File: config.mk
export PLATFORM = sky130hd
export DESIGN_NAME = telnet_iac_flow_classifier_core
export DESIGN_NICKNAME = d
export VERILOG_FILES = /design/src/sv/tiac_pkg.sv /design/src/sv/telnet_iac_flow_classifier_core.sv
export SDC_FILE = /design/constraint.sdc
export NUM_CORES = 1
export LEC_CHECK = 0
export BUFFER_PORTS_ARGS = -buffer_cell sky130_fd_sc_hd__buf_2
export CELL_PAD_IN_SITES_DETAIL_PLACEMENT = 1
export CELL_PAD_IN_SITES_GLOBAL_PLACEMENT = 1
export CORE_MARGIN = 5
export CORE_UTILIZATION = 30
export CTS_BUF_LIST = sky130_fd_sc_hd__clkbuf_8
export CTS_CLUSTER_DIAMETER = 200
export DETAILED_ROUTE_END_ITERATION = 8
export GPL_TIMING_DRIVEN = 0
export PLACE_DENSITY = 0.63
export SYNTH_ARGS = -nofsm -noshare
export SYNTH_HDL_FRONTEND = slang
export SYNTH_SLANG_ARGS = --single-unit
File: constraint.sdc
create_clock -name clk -period 5.1 [get_ports clk]
set_input_delay 0.51 -clock clk [delete_from_list [all_inputs] [get_ports clk]]
set_output_delay 0.51 -clock clk [all_outputs]
set_load 0.005 [all_outputs]
File: src/sv/tiac_pkg.sv
// Package for the telnet IAC flow classifier: codes, widths and byte checks.
`default_nettype none
package tiac_pkg;

	localparam int POSITION_BITS = 16;
	localparam int LIMIT_BITS    = 8;
	localparam int COUNT_BITS    = 16;
	localparam int CFG_IDX_BITS  = 2;

	typedef logic [1:0]               verdict_t;
	typedef logic [1:0]               stage_t;
	typedef logic [POSITION_BITS-1:0] pos_t;

	localparam verdict_t VERDICT_IDENTIFIED   = 2'd0;
	localparam verdict_t VERDICT_INCONCLUSIVE = 2'd1;
	localparam verdict_t VERDICT_EXCLUDED     = 2'd2;

	localparam stage_t STAGE_NONE  = 2'd0;
	localparam stage_t STAGE_FINAL = 2'd2;

	localparam logic [CFG_IDX_BITS-1:0] REG_STAGED_LIMIT   = 2'd0;
	localparam logic [CFG_IDX_BITS-1:0] REG_UNSTAGED_LIMIT = 2'd1;

	localparam logic [7:0] IAC          = 8'hff;
	localparam logic [7:0] CMD_HDR_MIN  = 8'hf9;
	localparam logic [7:0] OPT_HDR_LIM  = 8'h28;
	localparam logic [7:0] CMD_LOW      = 8'hf0;
	localparam logic [7:0] CMD_LOW_END  = 8'hfa;
	localparam logic [7:0] CMD_NEG      = 8'hfb;

	localparam pos_t POS_MAX = '1;

	// An IAC must open a plain command, or a negotiation command plus option.
	function automatic logic window_ok(input logic [7:0] b0, input logic [7:0] b1,
			input logic [7:0] b2);
		logic ok;
		ok = 1'b0;
		if (b0 != IAC)
			ok = 1'b1;
		else if (b1 >= CMD_LOW && b1 <= CMD_LOW_END)
			ok = 1'b1;
		else if (b1 >= CMD_NEG && b1 != IAC && b2 <= OPT_HDR_LIM)
			ok = 1'b1;
		return ok;
	endfunction

endpackage
`default_nettype wire

File: src/sv/telnet_iac_flow_classifier_core.sv
// Telnet IAC flow classifier: per-byte header/window check and per-packet verdict.
//
//  channel | direction | handshake                | content
//  in      | request   | in_valid / in_ready      | payload_byte, last_byte, flow_stage,
//          |           |                          | packet_count
//  out     | result    | out_valid / out_ready    | verdict, new_stage (last byte only)
//  cfg     | write     | cfg_we                   | cfg_index, cfg_data
//
// One byte per cycle sustained while no last byte waits on a stalled result. A byte is held in the
// input stage, checked as a header byte or against the two stored bytes before it, and a last byte
// loads the result register; it leaves the input stage only when the result register is free.
// Reset clears the limits to 12 and 6 and the per-packet state.
// A stalled result holds only a last byte in the input stage; other bytes keep moving.
`default_nettype none
module telnet_iac_flow_classifier_core (
	input  wire logic                             clk,
	input  wire logic                             arst_n,
	input  wire logic                             in_valid,
	output logic                                  in_ready,
	input  wire logic [7:0]                       payload_byte,
	input  wire logic                             last_byte,
	input  wire logic [1:0]                       flow_stage,
	input  wire logic [tiac_pkg::COUNT_BITS-1:0]  packet_count,
	output logic                                  out_valid,
	input  wire logic                             out_ready,
	output logic [1:0]                            verdict,
	output logic [1:0]                            new_stage,
	input  wire logic                             cfg_we,
	input  wire logic [tiac_pkg::CFG_IDX_BITS-1:0] cfg_index,
	input  wire logic [tiac_pkg::LIMIT_BITS-1:0]  cfg_data
);
	import tiac_pkg::*;

	logic [LIMIT_BITS-1:0] staged_limit_q, unstaged_limit_q;

	logic                  valid_s1;
	logic [7:0]            byte_s1;
	logic                  last_s1;
	stage_t                stage_s1;
	logic [COUNT_BITS-1:0] count_s1;

	pos_t       pos_q;
	logic [7:0] older_q, newer_q;
	logic       ok_q;

	verdict_t verdict_q;
	stage_t   new_stage_q;
	logic     out_valid_q;

	logic     out_free, adv_s1, chk_fail, ok_now, passed, keep_looking;
	verdict_t verdict_d;
	stage_t   stage_d;

	always_ff @(posedge clk or negedge arst_n) begin
		if (!arst_n) begin
			staged_limit_q   <= LIMIT_BITS'(12);
			unstaged_limit_q <= LIMIT_BITS'(6);
		end else if (cfg_we) begin
			case (cfg_index)
				REG_STAGED_LIMIT:   staged_limit_q   <= cfg_data;
				REG_UNSTAGED_LIMIT: unstaged_limit_q <= cfg_data;
				default: ;
			endcase
		end
	end

	assign out_free = !out_valid_q || out_ready;
	assign adv_s1   = valid_s1 && (!last_s1 || out_free);
	assign in_ready = !valid_s1 || adv_s1;

	always_ff @(posedge clk or negedge arst_n) begin
		if (!arst_n)
			valid_s1 <= 1'b0;
		else if (in_ready)
			valid_s1 <= in_valid;
	end

	always_ff @(posedge clk) begin
		if (in_ready && in_valid) begin
			byte_s1  <= payload_byte;
			last_s1  <= last_byte;
			stage_s1 <= flow_stage;
			count_s1 <= packet_count;
		end
	end

	// header bytes at positions 0..2, sliding window once its start reaches 3
	always_comb begin
		chk_fail = 1'b0;
		if (pos_q == POSITION_BITS'(0))
			chk_fail = (byte_s1 != IAC);
		else if (pos_q == POSITION_BITS'(1))
			chk_fail = !(byte_s1 > CMD_HDR_MIN && byte_s1 != IAC);
		else if (pos_q == POSITION_BITS'(2))
			chk_fail = !(byte_s1 < OPT_HDR_LIM);
		else if (pos_q >= POSITION_BITS'(5))
			chk_fail = !window_ok(older_q, newer_q, byte_s1);
	end

	assign ok_now = ok_q && !chk_fail;
	assign passed = ok_now && (pos_q >= POSITION_BITS'(2));
	assign keep_looking =
		(count_s1 < COUNT_BITS'(staged_limit_q) && stage_s1 != STAGE_NONE) ||
		(count_s1 < COUNT_BITS'(unstaged_limit_q));

	always_comb begin
		stage_d = stage_s1;
		if (passed) begin
			if (stage_s1 >= STAGE_FINAL) begin
				verdict_d = VERDICT_IDENTIFIED;
				stage_d   = STAGE_FINAL;
			end else begin
				verdict_d = VERDICT_INCONCLUSIVE;
				stage_d   = stage_s1 + 2'd1;
			end
		end else begin
			verdict_d = keep_looking ? VERDICT_INCONCLUSIVE : VERDICT_EXCLUDED;
		end
	end

	always_ff @(posedge clk or negedge arst_n) begin
		if (!arst_n) begin
			pos_q   <= '0;
			older_q <= '0;
			newer_q <= '0;
			ok_q    <= 1'b1;
		end else if (adv_s1) begin
			if (last_s1) begin
				pos_q   <= '0;
				older_q <= '0;
				newer_q <= '0;
				ok_q    <= 1'b1;
			end else begin
				older_q <= newer_q;
				newer_q <= byte_s1;
				ok_q    <= ok_now;
				if (pos_q != POS_MAX)
					pos_q <= pos_q + POSITION_BITS'(1);
			end
		end
	end

	always_ff @(posedge clk or negedge arst_n) begin
		if (!arst_n)
			out_valid_q <= 1'b0;
		else if (out_free)
			out_valid_q <= adv_s1 && last_s1;
	end

	always_ff @(posedge clk) begin
		if (adv_s1 && last_s1) begin
			verdict_q   <= verdict_d;
			new_stage_q <= stage_d;
		end
	end

	assign out_valid = out_valid_q;
	assign verdict   = verdict_q;
	assign new_stage = new_stage_q;

endmodule
`default_nettype wire

==> results of run 1 <==
## cells in the mapped netlist (all sizes together) (6+ instances only)
cell type,count
nand2,24
a22o,16
dfrtp,46
edfxtp,31
nand3,6
nor4,7
o21ai,14
a21o,6
a21oi,7
inv,22
nand4,11
ha,19
xor2,11
nor2,26
clkbuf,7
mux2,11
## worst register-to-register path, cell delays in order (launching register included)
cell,delay (ns)
sky130_fd_sc_hd__dfrtp_1,0.45
sky130_fd_sc_hd__nor4_2,0.30
sky130_fd_sc_hd__nand4_1,0.23
sky130_fd_sc_hd__a211oi_1,0.36
sky130_fd_sc_hd__o32ai_2,0.17
sky130_fd_sc_hd__a21oi_2,0.22
sky130_fd_sc_hd__mux2_1,0.38
## kinds of logic (layout without fill, tap and decap cells)
family / after synthesis / in the layout
xor gates and xnor gates: 13 / 13
and+or+nand+nor: 97 / 97
DFF: 82 / 82
AOI/OAI and AO/OA: 58 / 58
muxes: 11 / 11
buffers and inverters: 31 / 94
adders and majority gates: 19 / 19
## power groups by stage
stage          logic [mW]  registers [mW]  clock network (mW)
6_report            0.222           0.794               0.465
5_1_grt             0.255           0.803               0.504
3_3_place_gp        0.217           0.806                   0
3_5_place_dp        0.227           0.809                   0
2_1_floorplan       0.152           0.796                   0
4_1_cts             0.228           0.795               0.483
## worst max-delay path by stage
stage,from,endpoint,slack (ns),depth (start not counted)
6_report,pos_q[4],new_stage[0],2.74,6
5_1_grt,byte_s1[2],new_stage[0],2.61,6
4_1_cts,pos_q[4],new_stage[0],2.74,6
3_5_place_dp,pos_q[4],new_stage[0],2.75,6
3_3_place_gp,byte_s1[2],new_stage[0],2.76,6
2_1_floorplan,byte_s1[2],new_stage[0],3.03,6
## metal layers
layer	GRT usage [%]	vias up	wire [um]
met3	3.203	11	302
met4	4.339	0	117
li1	-	1247	-
met1	14.28	1279	3667
met2	19.23	34	3998
met5	0	-	0
## per-stage QoR
| stage | hold slack, ns | cells | total power, mW | setup slack (ns) |
|---|---|---|---|---|
| 2_1_floorplan | 0.2144 | 311 | 0.9482 | 3.026 |
| 3_3_place_gp | 0.4781 | 530 | 1.023 | 2.756 |
| 3_5_place_dp | 0.4871 | 530 | 1.036 | 2.752 |
| 4_1_cts | 0.3028 | 546 | 1.507 | 2.738 |
| 5_1_grt | 0.2467 | 546 | 1.561 | 2.614 |
| 6_report | 0.1975 | 546 | 1.480 | 2.737 |
## registers in the layout, indices dropped and copies added, names as in the netlist
register	cells
byte_s1	8
count_s1	16
last_s1	1
new_stage	2
newer_q	8
ok_q	1
older_q	8
out_valid	1
pos_q	16
stage_s1	2
staged_limit_q	8
unstaged_limit_q	8
valid_s1	1
verdict	2
## layout make-up
class	instances	area (um^2)
Tap cell	172	215.2
Timing Repair Buffer	47	237.7
Sequential cell	82	2213
Clock inverter	6	51.30
Fill cell	1366	8056
Buffer	9	36.28
Inverter	22	82.58
Clock buffer	10	137.6
Multi-Input combinational cell	198	1435
==> run summary, run 1 <==
The predominant post-synthesis flop cell is sky130_fd_sc_hd__dfrtp_1. Setup slack on the worst reg-to-reg path comes out at 2.74 ns. The floorplan step set the die height to 122.1 um. The signal on the critical path passes through nor4_2, nand4_1, a211oi_1, o32ai_2, a21oi_2, mux2_1. The clock root buffer was sky130_fd_sc_hd__clkbuf_8. Detailed routing inserted a total of 2571 vias.

The slew at the pin closest to its max-slew limit works out to 1.297 ns. The number of placement rows came out at 41. After global routing the overflow that remains totals 0. The detailed router's first-iteration violation count is 36, and the maximum fanout encountered on the critical timing path is 5. Combinational logic is responsible for 15.0% of the overall power. The worst IR drop on VDD was 0.1378 mV; the number of global-route vias before repair was 2767. The H-tree was split into 3 levels. The worst reg2reg path depth works out to 6. Data on the critical path is required at its endpoint by 5.20 ns. The run gives 0.3915 mW as the power spent charging and discharging nets. The logs give 0 for the number of max-slew violations in the final report and 48 for the number of primary I/O pins. The run gives 3767 um^2 as the total standard cell area after synthesis.

The number of different library cells used by synthesis comes to 44. The setup TNS came out at 0 ns. The area enclosed by the die boundary is 14900 um^2. In the synthesized netlist, mux cells make up 3.288% of the area.

Counting every instance in the synthesized netlist gives 311. The minimum clock period after layout is 2.363 ns. After synthesis, the cell types taking the most area are sky130_fd_sc_hd__dfrtp_1, sky130_fd_sc_hd__edfxtp_1, sky130_fd_sc_hd__ha_1. Net switching is 26.45% of the power. TritonCTS built the clock tree.

The flip-flop and latch count after synthesis works out to 82. The top cell types in the final layout, fill and taps aside, are sky130_fd_sc_hd__buf_2, sky130_fd_sc_hd__dfrtp_1, sky130_fd_sc_hd__edfxtp_1. Dividing total power by cell area gives a power density of 335.8 nW/um^2. The aggregate global-route resource usage was 11.54%; the final period utilization was 46.34%. The critical path in this run is classified as flip-flop to flip-flop.

Main combinational cell family by area after synthesis: simple AND/OR/NAND/NOR gates. For this design, the CTS-stage hold fixing added 0 buffers. The Yosys step of the flow raised 0 warnings. The most common cell after layout, fill and taps aside was sky130_fd_sc_hd__buf_2. The critical path startpoint category was a flip-flop. The logs give 0.01052 ns for the worst clock skew and 0.35 ns for the clock latency reported for the late side of the worst-skew pair. The initial antenna violation count was 0. Cells with a size suffix above 1 make up 20.86% of the layout. Summing the areas of all compound-gate instances in the mapped netlist gives 11.99% of the synthesized area. Setup repair after global routing left no endpoint under its margin. Startpoint of the worst register-to-register path: pos_q[4].

Dividing the detail-routed wire length by the instance count gives 14.81 um. The logs give 13290 um for the wire length of the first global-routing pass and 1.089 mW for the internal power contribution. The repair_antennas step left the layout with diodes totalling 0. The count of flip-flops with a built-in enable after synthesis is 31. The async set or reset register ratio after synthesis is 62.20%. The share of the synthesized area in the top cell type is 30.55%. The synthesized-area fraction occupied by adder cells works out to 6.310%. In this run, the clock network consumes 31.4% of the power. The finished cells cover 4409 um^2.

The tools report the initial core utilization as 30.22%. The count of clock tree sinks was 82; the count of instances resized after the clock tree is built was 0. The detail route stage leaves a number of antenna-violating nets equal to 0. The endpoint identified for the worst register-to-register timing path is new_stage[0]. The synthesized design spends more area on one cell type than any other, namely sky130_fd_sc_hd__dfrtp_1. The flow ran to the end, and the final reports show no timing, DRC or antenna violations.

For the sequential fraction of the synthesis area, the log shows 58.75%. The critical path contains buffers and inverters numbering 0 combined. In this run the mean area of a mapped cell was 12.11 um^2. Area fraction in and, or, nand and nor cells after synthesis: 13.48%. At the end of routability-driven placement, the weighted congestion stood at 0.7684. In this run the static leakage power is 1.889 nW. Once placement finished, the instance area stood at 4218 um^2. Clock tree synthesis inserted a total of 9 buffers. Port buffering added 47 buffers. Based on the critical path, the design can be clocked at up to 423.2 MHz. Wires add up to 8086 um. On the critical path, the stage with the largest delay is an instance of sky130_fd_sc_hd__dfrtp_1. The logs give 0 for the number of hold violations in the final report and 35.37% for the share of the core filled with cells. For the relative contribution of sequential cells to total power, the log shows 53.6%.

The pre-antenna-repair detailed-routing pass consisted of 4 iterations. The via count normalized by instance count was 4.709; the post-synth net total was 372. The pin count of the biggest net entering global routing was 52. The cell family with the largest share of critical-path delay is compound AO/OA/AOI/OAI gates.

The floorplan step defined a core boundary enclosing 12470 um^2. The remaining design rule violation count came out at 0. The width of the chip is 122.1 um, and the critical path's largest stage delay is 0.45 ns. The logs give 0 for the setup violation total in the final timing report and 2.46 ns for the critical path arrival. Compared with the post-synthesis result, the final layout area differs by 17.04%.

Detailed placement finished with a half-perimeter wire length of 6079 um. The tool flagged a number of max-cap violations equal to 0. The XOR/XNOR share of the synthesized area was 3.022%; the maximum buffer depth of the clock tree was 2. At the end of the flow, the number of nets in the layout was 430. After clock tree synthesis, the setup repair step added 0 buffers. Type of the most critical hold path: input pin to async pin.

Clock-pin slew was measured on the worst setup and hold paths at 0.08 ns. The tools report the critical path endpoint category as a flip-flop. In this run the tightest slew margin relative to its limit is 13.56%.
No activity file was read; power rests on OpenSTA's default activity.
==> run 2: changes to the inputs <==
==> constraint.sdc (replaced) <==
create_clock -name clk -period 2.2 [get_ports clk]
set_input_delay 0.22 -clock clk [delete_from_list [all_inputs] [get_ports clk]]
set_output_delay 0.22 -clock clk [all_outputs]
set_load 0.005 [all_outputs]
==> run 2 against run 1 <==
Net effect: the flow now finishes with violations (negative setup slack); flip-flop and latch count unchanged; worst hold slack worse by 0.16 ns; die area unchanged; critical path depth unchanged; global-route usage grew 0.26 points; combinational power rose to 2.7 times the previous value; clock skew is essentially flat; final cell count is 2.0% higher; count of clock-buffer cells in the layout is the same; via count increased by 1.4%; first-iteration DRC count grew 19%.
==> run summary, run 2 (synthesis gave the netlist of run 1 again) <==
The logs give 16.8% for the share of total power in combinational logic and 0.9399 mW for the power spent charging and discharging nets. The number of antenna diodes in the final layout is 0. Clock root buffer: sky130_fd_sc_hd__clkbuf_8.

The worst clock skew is 0.01075 ns, and the minimum clock period after layout is 2.313 ns. Walking the worst path, the cells encountered are nor4_2, nand4_1, o41ai_1, a21o_1, a21oi_4, mux2_2. For the number of hold violations in the final report, the log shows 0. The switching share of total power came out at 26.82%. Routability-driven placement finished with a final weighted congestion of 0.7684. The initial antenna violation count is 0, and the final worst slack is -0.1125 ns. The critical path endpoint category is a flip-flop. The finished cells cover 4569 um^2. The critical path arrival is 2.42 ns.

The layout cell share with drive strength beyond 1 was 26.23%. The critical path startpoint category was a flip-flop. In the routed design, unresolved DRC markers number 0. Average wire per cell in the routed design: 15.00 um. For this run, global-route usage on met1 was measured as 14.22%. The worst-case headroom to the max-slew limit was 51.95%; the aggregate global-route resource usage was 11.80%. The logs give 2.565 mW for the internal power contribution and 2.31 ns for the required time of the worst setup path. VDD sags by at most 0.3258 mV. The startpoint of the worst register-to-register path is pos_q[13]. The run finished, with violations left. Once the floorplan was initialized, standard cells occupied 30.22% of the core. The number of buffer and inverter instances along the worst setup path came out at 0. The core footprint is 12470 um^2. The area growth from synthesis to layout is 21.29%.

The startpoint identified for the worst hold timing path is payload_byte[1]. The cell family with the largest share of critical-path delay was compound AO/OA/AOI/OAI gates. TritonCTS created 9 clock buffers.

Summing all placed instances gives a cell area of 4218 um^2. Dividing the detail-routed via count by the number of cells gives 4.679. The run gives -0.1483 ns as the post-place setup slack. The worst hold path terminates at byte_s1[1]. The first routing iteration left 43 violations. The run gives 4 as the setup violation total in the final timing report. For met3 alone, demand over resource in global routing was 3.296%. The clock reaches the later pin of the worst-skew pair after 0.36 ns.

The relative contribution of sequential cells to total power came out at 52.5%. The run gives 48 as the number of primary I/O pins. Clock tree synthesis found a total of 82 sinks.

In this run the worst setup path begins at pos_q[13]. The analysis attributes to cell leakage a power of 1.958 nW. In the layout the commonest cells are sky130_fd_sc_hd__buf_2, sky130_fd_sc_hd__dfrtp_1, sky130_fd_sc_hd__edfxtp_1. Power comes to 3.505 mW. The class of the most critical setup path was flip-flop to flip-flop.

The die is 122.1 um tall. The die is 122.1 um wide. Count of max-cap constraint violations: 0.

The tools report the via count of the routed design as 2606. The number of cells traversed by the worst hold path is 1. Derived from the worst setup path, the maximum achievable clock frequency is 432.4 MHz. Of the available clock period, the critical path in the final layout requires 105.1%.

The maximum buffer depth of the clock tree was 2; the setup TNS was -0.2965 ns. The met2 track utilization from global routing is 20.03%. The type of the most critical hold path was input pin to flip-flop.

Setup repair after global routing could not meet its margin everywhere. In this run the most used layer during global routing was met2. For the number of max-slew violations in the final report, the log shows 0. During placement, the flow inserted port buffers numbering 47. Area enclosed by the die boundary: 14900 um^2. Of all nets on the critical path, the largest fanout is 4.

The slowest stage of the critical path is the sky130_fd_sc_hd__o41ai_1 cell. The largest registers in the layout are count_s1 (16), pos_q (16). The floorplan has 41 rows. The number of global-route vias before repair is 2820, and the critical path's largest stage delay is 0.59 ns.

The placed wire-length estimate after detailed placement is 6079 um. The final reports fail on negative setup slack. Leaving out fill and tap cells, the most frequent cell in the layout is sky130_fd_sc_hd__buf_2. The net count of the finished layout is 441. The clock share of power was 30.7%. The first global-routing pass estimated 13550 um of wire. After clock tree synthesis, the clock-pin slew on the worst setup and hold paths is 0.08 ns.

The final layout contains routed wiring with a total length of 8356 um. At the pin with the least slew margin, the transition time is 0.7192 ns. The total overflow left after global routing is 0. The first detailed-routing pass ran for 4 iterations. Setup slack on the worst reg-to-reg path comes out at -0.11 ns.

The count of antenna-violating nets left after detailed routing is 0. The worst register-to-register path has a depth of 6. Entering global routing, the biggest net connects 52 pins. The tools report the maximum level of the CTS H-tree as 3. Power spread over the standard cell area amounts to 767.0 nW/um^2. TritonCTS built the clock tree. The endpoint identified for the worst register-to-register timing path is new_stage[0].
## run 2: changes by cell type in the layout (fill, tap and decap cells not counted), sizes merged
cell	change
dlygate4sd3	+1
buf	+10
## run 2: metal layers
| metal | wire [um] | up-vias |
|---|---|---|
| met4 | 123 | 0 |
| met3 | 314 | 11 |
| li1 | - | 1266 |
| met1 | 3683 | 1292 |
| met2 | 4235 | 37 |
| met5 | 0 | - |
## run 2: power by group through the flow
stage	combinational, mW	sequential [mW]	clock, mW
after global placement	0.502	1.87	0
after detailed placement	0.525	1.88	0
final	0.590	1.84	1.08
after global routing	0.666	1.86	1.17
after floorplan	0.352	1.85	0
after CTS	0.556	1.84	1.12
## run 2: layout make-up
type	instances	area, um^2
timing repair buffer	58	322.8
clock buffer	10	137.6
clock inverter	6	51.30
tap	172	215.2
sequential	82	2216
buffer	9	38.79
fill	1364	7896
multi-input combinational	198	1505
inverter	22	82.58
## run 2: timing repair
item,in CTS,in global routing
endpoints found under the hold margin,0,46
pin swaps,8,3
resized for setup,10,8
setup endpoints to repair,6,42
hold buffers,0,1
setup buffers,9,1
## run 2: worst max-delay path by stage
stage,end,cells past startpoint
2_1_floorplan,new_stage[0],6
3_3_place_gp,new_stage[0],6
3_5_place_dp,new_stage[0],6
4_1_cts,new_stage[0],6
5_1_grt,new_stage[0],6
6_report,new_stage[0],6
## run 2: per-stage QoR
| step | cells | utilization [%] | hold slack [ns] |
|---|---|---|---|
| floorplan | 311 | - | -0.07559 |
| global placement | 530 | 33.84 | 0.3976 |
| detailed placement | 530 | 33.84 | 0.3984 |
| CTS | 555 | 36.23 | 0.01277 |
| global route | 557 | 36.66 | 0.01018 |
| finish | 557 | 36.66 | 0.03288 |
## run 2: worst reg2reg max path, delay by kind of cell, from the launching register on
family | cells | cell delay [ns]
mux | 1 | 0.31
simple gates | 2 | 0.53
compound gates | 3 | 0.82
flops | 1 | 0.40
==> run 3: changes to the inputs <==
--- a/config.mk
+++ b/config.mk
@@ -5,6 +5,7 @@
 export SDC_FILE = /design/constraint.sdc
 export NUM_CORES = 1
 export LEC_CHECK = 0
+export ABC_AREA = 0
 export BUFFER_PORTS_ARGS = -buffer_cell sky130_fd_sc_hd__buf_2
 export CELL_PAD_IN_SITES_DETAIL_PLACEMENT = 1
 export CELL_PAD_IN_SITES_GLOBAL_PLACEMENT = 1
@@ -13,7 +14,6 @@
 export CTS_BUF_LIST = sky130_fd_sc_hd__clkbuf_8
 export CTS_CLUSTER_DIAMETER = 200
 export DETAILED_ROUTE_END_ITERATION = 8
-export GPL_TIMING_DRIVEN = 0
 export PLACE_DENSITY = 0.63
 export SYNTH_ARGS = -nofsm -noshare
 export SYNTH_HDL_FRONTEND = slang
==> constraint.sdc (replaced) <==
create_clock -name clk -period 2.6 [get_ports clk]
set_input_delay 0.26 -clock clk [delete_from_list [all_inputs] [get_ports clk]]
set_output_delay 0.26 -clock clk [all_outputs]
set_load 0.005 [all_outputs]
==> run 3 against run 2 <==
Net effect: count of clock-buffer cells in the layout is the same; largest cell class unchanged; the run now ends clean; critical path depth is the same; global-route usage is essentially flat; largest power group unchanged; clock skew shrank 0.0049 ns; die area is the same; final cell count shrank 2.3%; sequential power shrank 15%.
==> run summary, run 3 (synthesis gave the netlist of run 1 again) <==
The run finished with clean final reports. The tools report the count of antenna-violating nets left after detailed routing as 0. For this design the static power due to leakage is 1.912 nW. The number of hold violations in the final report is 0, and the worst-case headroom to the max-slew limit is 61.57%. The number of global-route vias before repair is 2828. At the end of routability-driven placement, the weighted congestion stood at 0.7741. For the global-route track usage on met3, the log shows 2.971%. In the final layout, the share of cells above drive strength 1 is 22.04%. The run gives 0 as the setup violation total in the final timing report. STA classifies the critical path startpoint as a flip-flop. The area enclosed by the die boundary was 14900 um^2; the count of filler cells inserted in the layout was 1345.

Total number of nets in the final design: 428. The worst setup path is captured at a flip-flop. For the worst-skew pair, the clock arrives at the later sink with an insertion delay of 0.35 ns. At the pin with the least slew margin, the transition time is 0.5764 ns. The final period utilization is 87.81%, and the count of max-cap constraint violations is 0. The via count normalized by instance count was 4.726; the width of the chip was 122.1 um.

Counting the buffers created by CTS gives 9. The logs give 0 for the global-route congestion overflow total and 3 for the maximum level of the CTS H-tree. The logs give 0 for the number of max-slew violations in the final report and 0.3158 mV for the worst IR drop on VDD.

The cell sitting at the root of the clock tree is a sky130_fd_sc_hd__clkbuf_8. Including well taps, the total number of placed cells is 527. Registers take 2213 um^2. Pin placement for this block handled 48 I/O pins. The run gives 13610 um as the wire length of the first global-routing pass.

Cell family with the largest share of critical-path delay: compound AO/OA/AOI/OAI gates. Traced cell by cell, the critical path runs through nor4_1, nand4_1, a2111oi_2, o32ai_2, a21oi_2, mux2_1. Timing would allow up to 438.0 MHz. Timing analysis after detailed placement gives a worst setup slack of 0.3296 ns. The largest registers in the layout are count_s1 (16), pos_q (16). Among all stages on the critical path, the largest delay is contributed by sky130_fd_sc_hd__edfxtp_1.

Clock-pin slew was measured on the worst setup and hold paths at 0.08 ns. The tools report the number of cells in the finished layout apart from fillers as 544. Leaving out fill and tap cells, the most frequent cell in the layout is sky130_fd_sc_hd__buf_2. Minimum clock period after layout: 2.283 ns. The total length of routed wires is 7979 um, and the initial antenna violation count is 0.

The startpoint of the worst register-to-register path was byte_s1[2]. The aggregate global-route resource usage is 11.81%. The type of the most critical hold path is input pin to flip-flop.

Setup total negative slack on the finished layout was measured at 0 ns. The worst hold path begins at packet_count[11]. The worst register-to-register path has a setup slack of 0.32 ns. The largest single stage delay on the critical path is 0.43 ns.

Of all nets on the critical path, the largest fanout is 4. Global routing consumed, on the met2 layer, 18.99% of the routing resources. The first detailed-routing pass took 4 iterations. No sink is reached through more buffers than the 2 on the longest clock path.

The library cells used most frequently in the layout, excluding fill and tap cells, are sky130_fd_sc_hd__buf_2, sky130_fd_sc_hd__dfrtp_1, sky130_fd_sc_hd__edfxtp_1. The number of placement rows was 41; the number of buffer and inverter instances along the worst setup path was 0. The power per cell area is 651.6 nW/um^2.

Entering global routing, the biggest net connects 30 pins. From bottom edge to top edge, the die measures 122.1 um. In the routed design, unresolved DRC markers number 0.

In this run the post-CTS setup repair buffer count came out at 0. Initial core utilization: 30.22%. For the final worst slack, the log shows 0.3171 ns. The tools report the number of buffers inserted by hold repair at cts as 1.

TritonCTS built the clock tree. The logs give 1435 um^2 for the area of combinational cells with multiple inputs and 55 for the detailed router's first-iteration violation count. The count of instances resized after the clock tree is built was 0. The core region is 12470 um^2. Highest-utilization routing layer at the global route stage: met2. The tools report the placed wire-length estimate after detailed placement as 5986 um. Summing over every cut layer, the via total after detailed routing is 2571. Measured on the finished design, the core utilization comes to 35.60%. The average wire per cell in the routed design was 14.67 um; the port buffer count was 47. Tracing the worst setup path back leads to its startpoint at byte_s1[2]. Setup repair after global routing left no endpoint under its margin. The run gives 0.005897 ns as the worst clock skew. The synthesis-to-finish area growth works out to 17.80%. At the worst endpoint, the arrival time is 2.39 ns. STA puts the critical path data required time at 2.70 ns.

Total power for the finished layout comes to 2.892 mW. Global routing used 14.72% of the available met1 tracks. Clock tree synthesis found a total of 82 sinks. The antenna cell count was 0. The worst setup path is of the flip-flop to flip-flop kind.
## run 3: report_power, final
part	switching (mW)	total [mW]	internal [mW]
registers	0.0792	1.56	1.48
clock network	0.439	0.896	0.457
logic	0.233	0.433	0.200
total	0.751	2.89	2.14
## run 3: path summary, 6_finish.rpt
check / cells after the start / to
max: 6 / verdict[0]
min: 1 / count_s1[11]
max reg2reg: 6 / verdict[0]
min reg2reg: 1 / staged_limit_q[0]
max in group asynchronous: 3 / ok_q
min in group asynchronous: 2 / unstaged_limit_q[0]
## run 3: metrics by stage
step / area [um^2] / hold slack, ns
3_3_place_gp: 4239 / 0.2871
4_1_cts: 4438 / 0.04221
3_5_place_dp: 4239 / 0.2994
6_report: 4438 / 0.07361
2_1_floorplan: 3767 / -0.03559
5_1_grt: 4438 / 0.04155
## run 3: per-layer routing
layer / vias to the layer above / part of all wire [%]
met2: 41 / 48
met4: 0 / 1.7
li1: 1233 / -
met5: - / 0
met3: 9 / 4.0
met1: 1288 / 47
## run 3: worst reg2reg max path: stages (launching register included)
cell and delay (ns):
sky130_fd_sc_hd__edfxtp_1 0.43, sky130_fd_sc_hd__nor4_1 0.31, sky130_fd_sc_hd__nand4_1 0.17, sky130_fd_sc_hd__a2111oi_2 0.43, sky130_fd_sc_hd__o32ai_2 0.14, sky130_fd_sc_hd__a21oi_2 0.21, sky130_fd_sc_hd__mux2_1 0.34
## run 3: layout make-up
class / count / share of cell area [%]
Clock buffer: 10 / 3.101
Timing Repair Buffer: 54 / 6.823
Multi-Input combinational cell: 198 / 32.34
Inverter: 22 / 1.861
Tap cell: 172 / 4.849
Clock inverter: 6 / 1.156
Sequential cell: 82 / 49.87
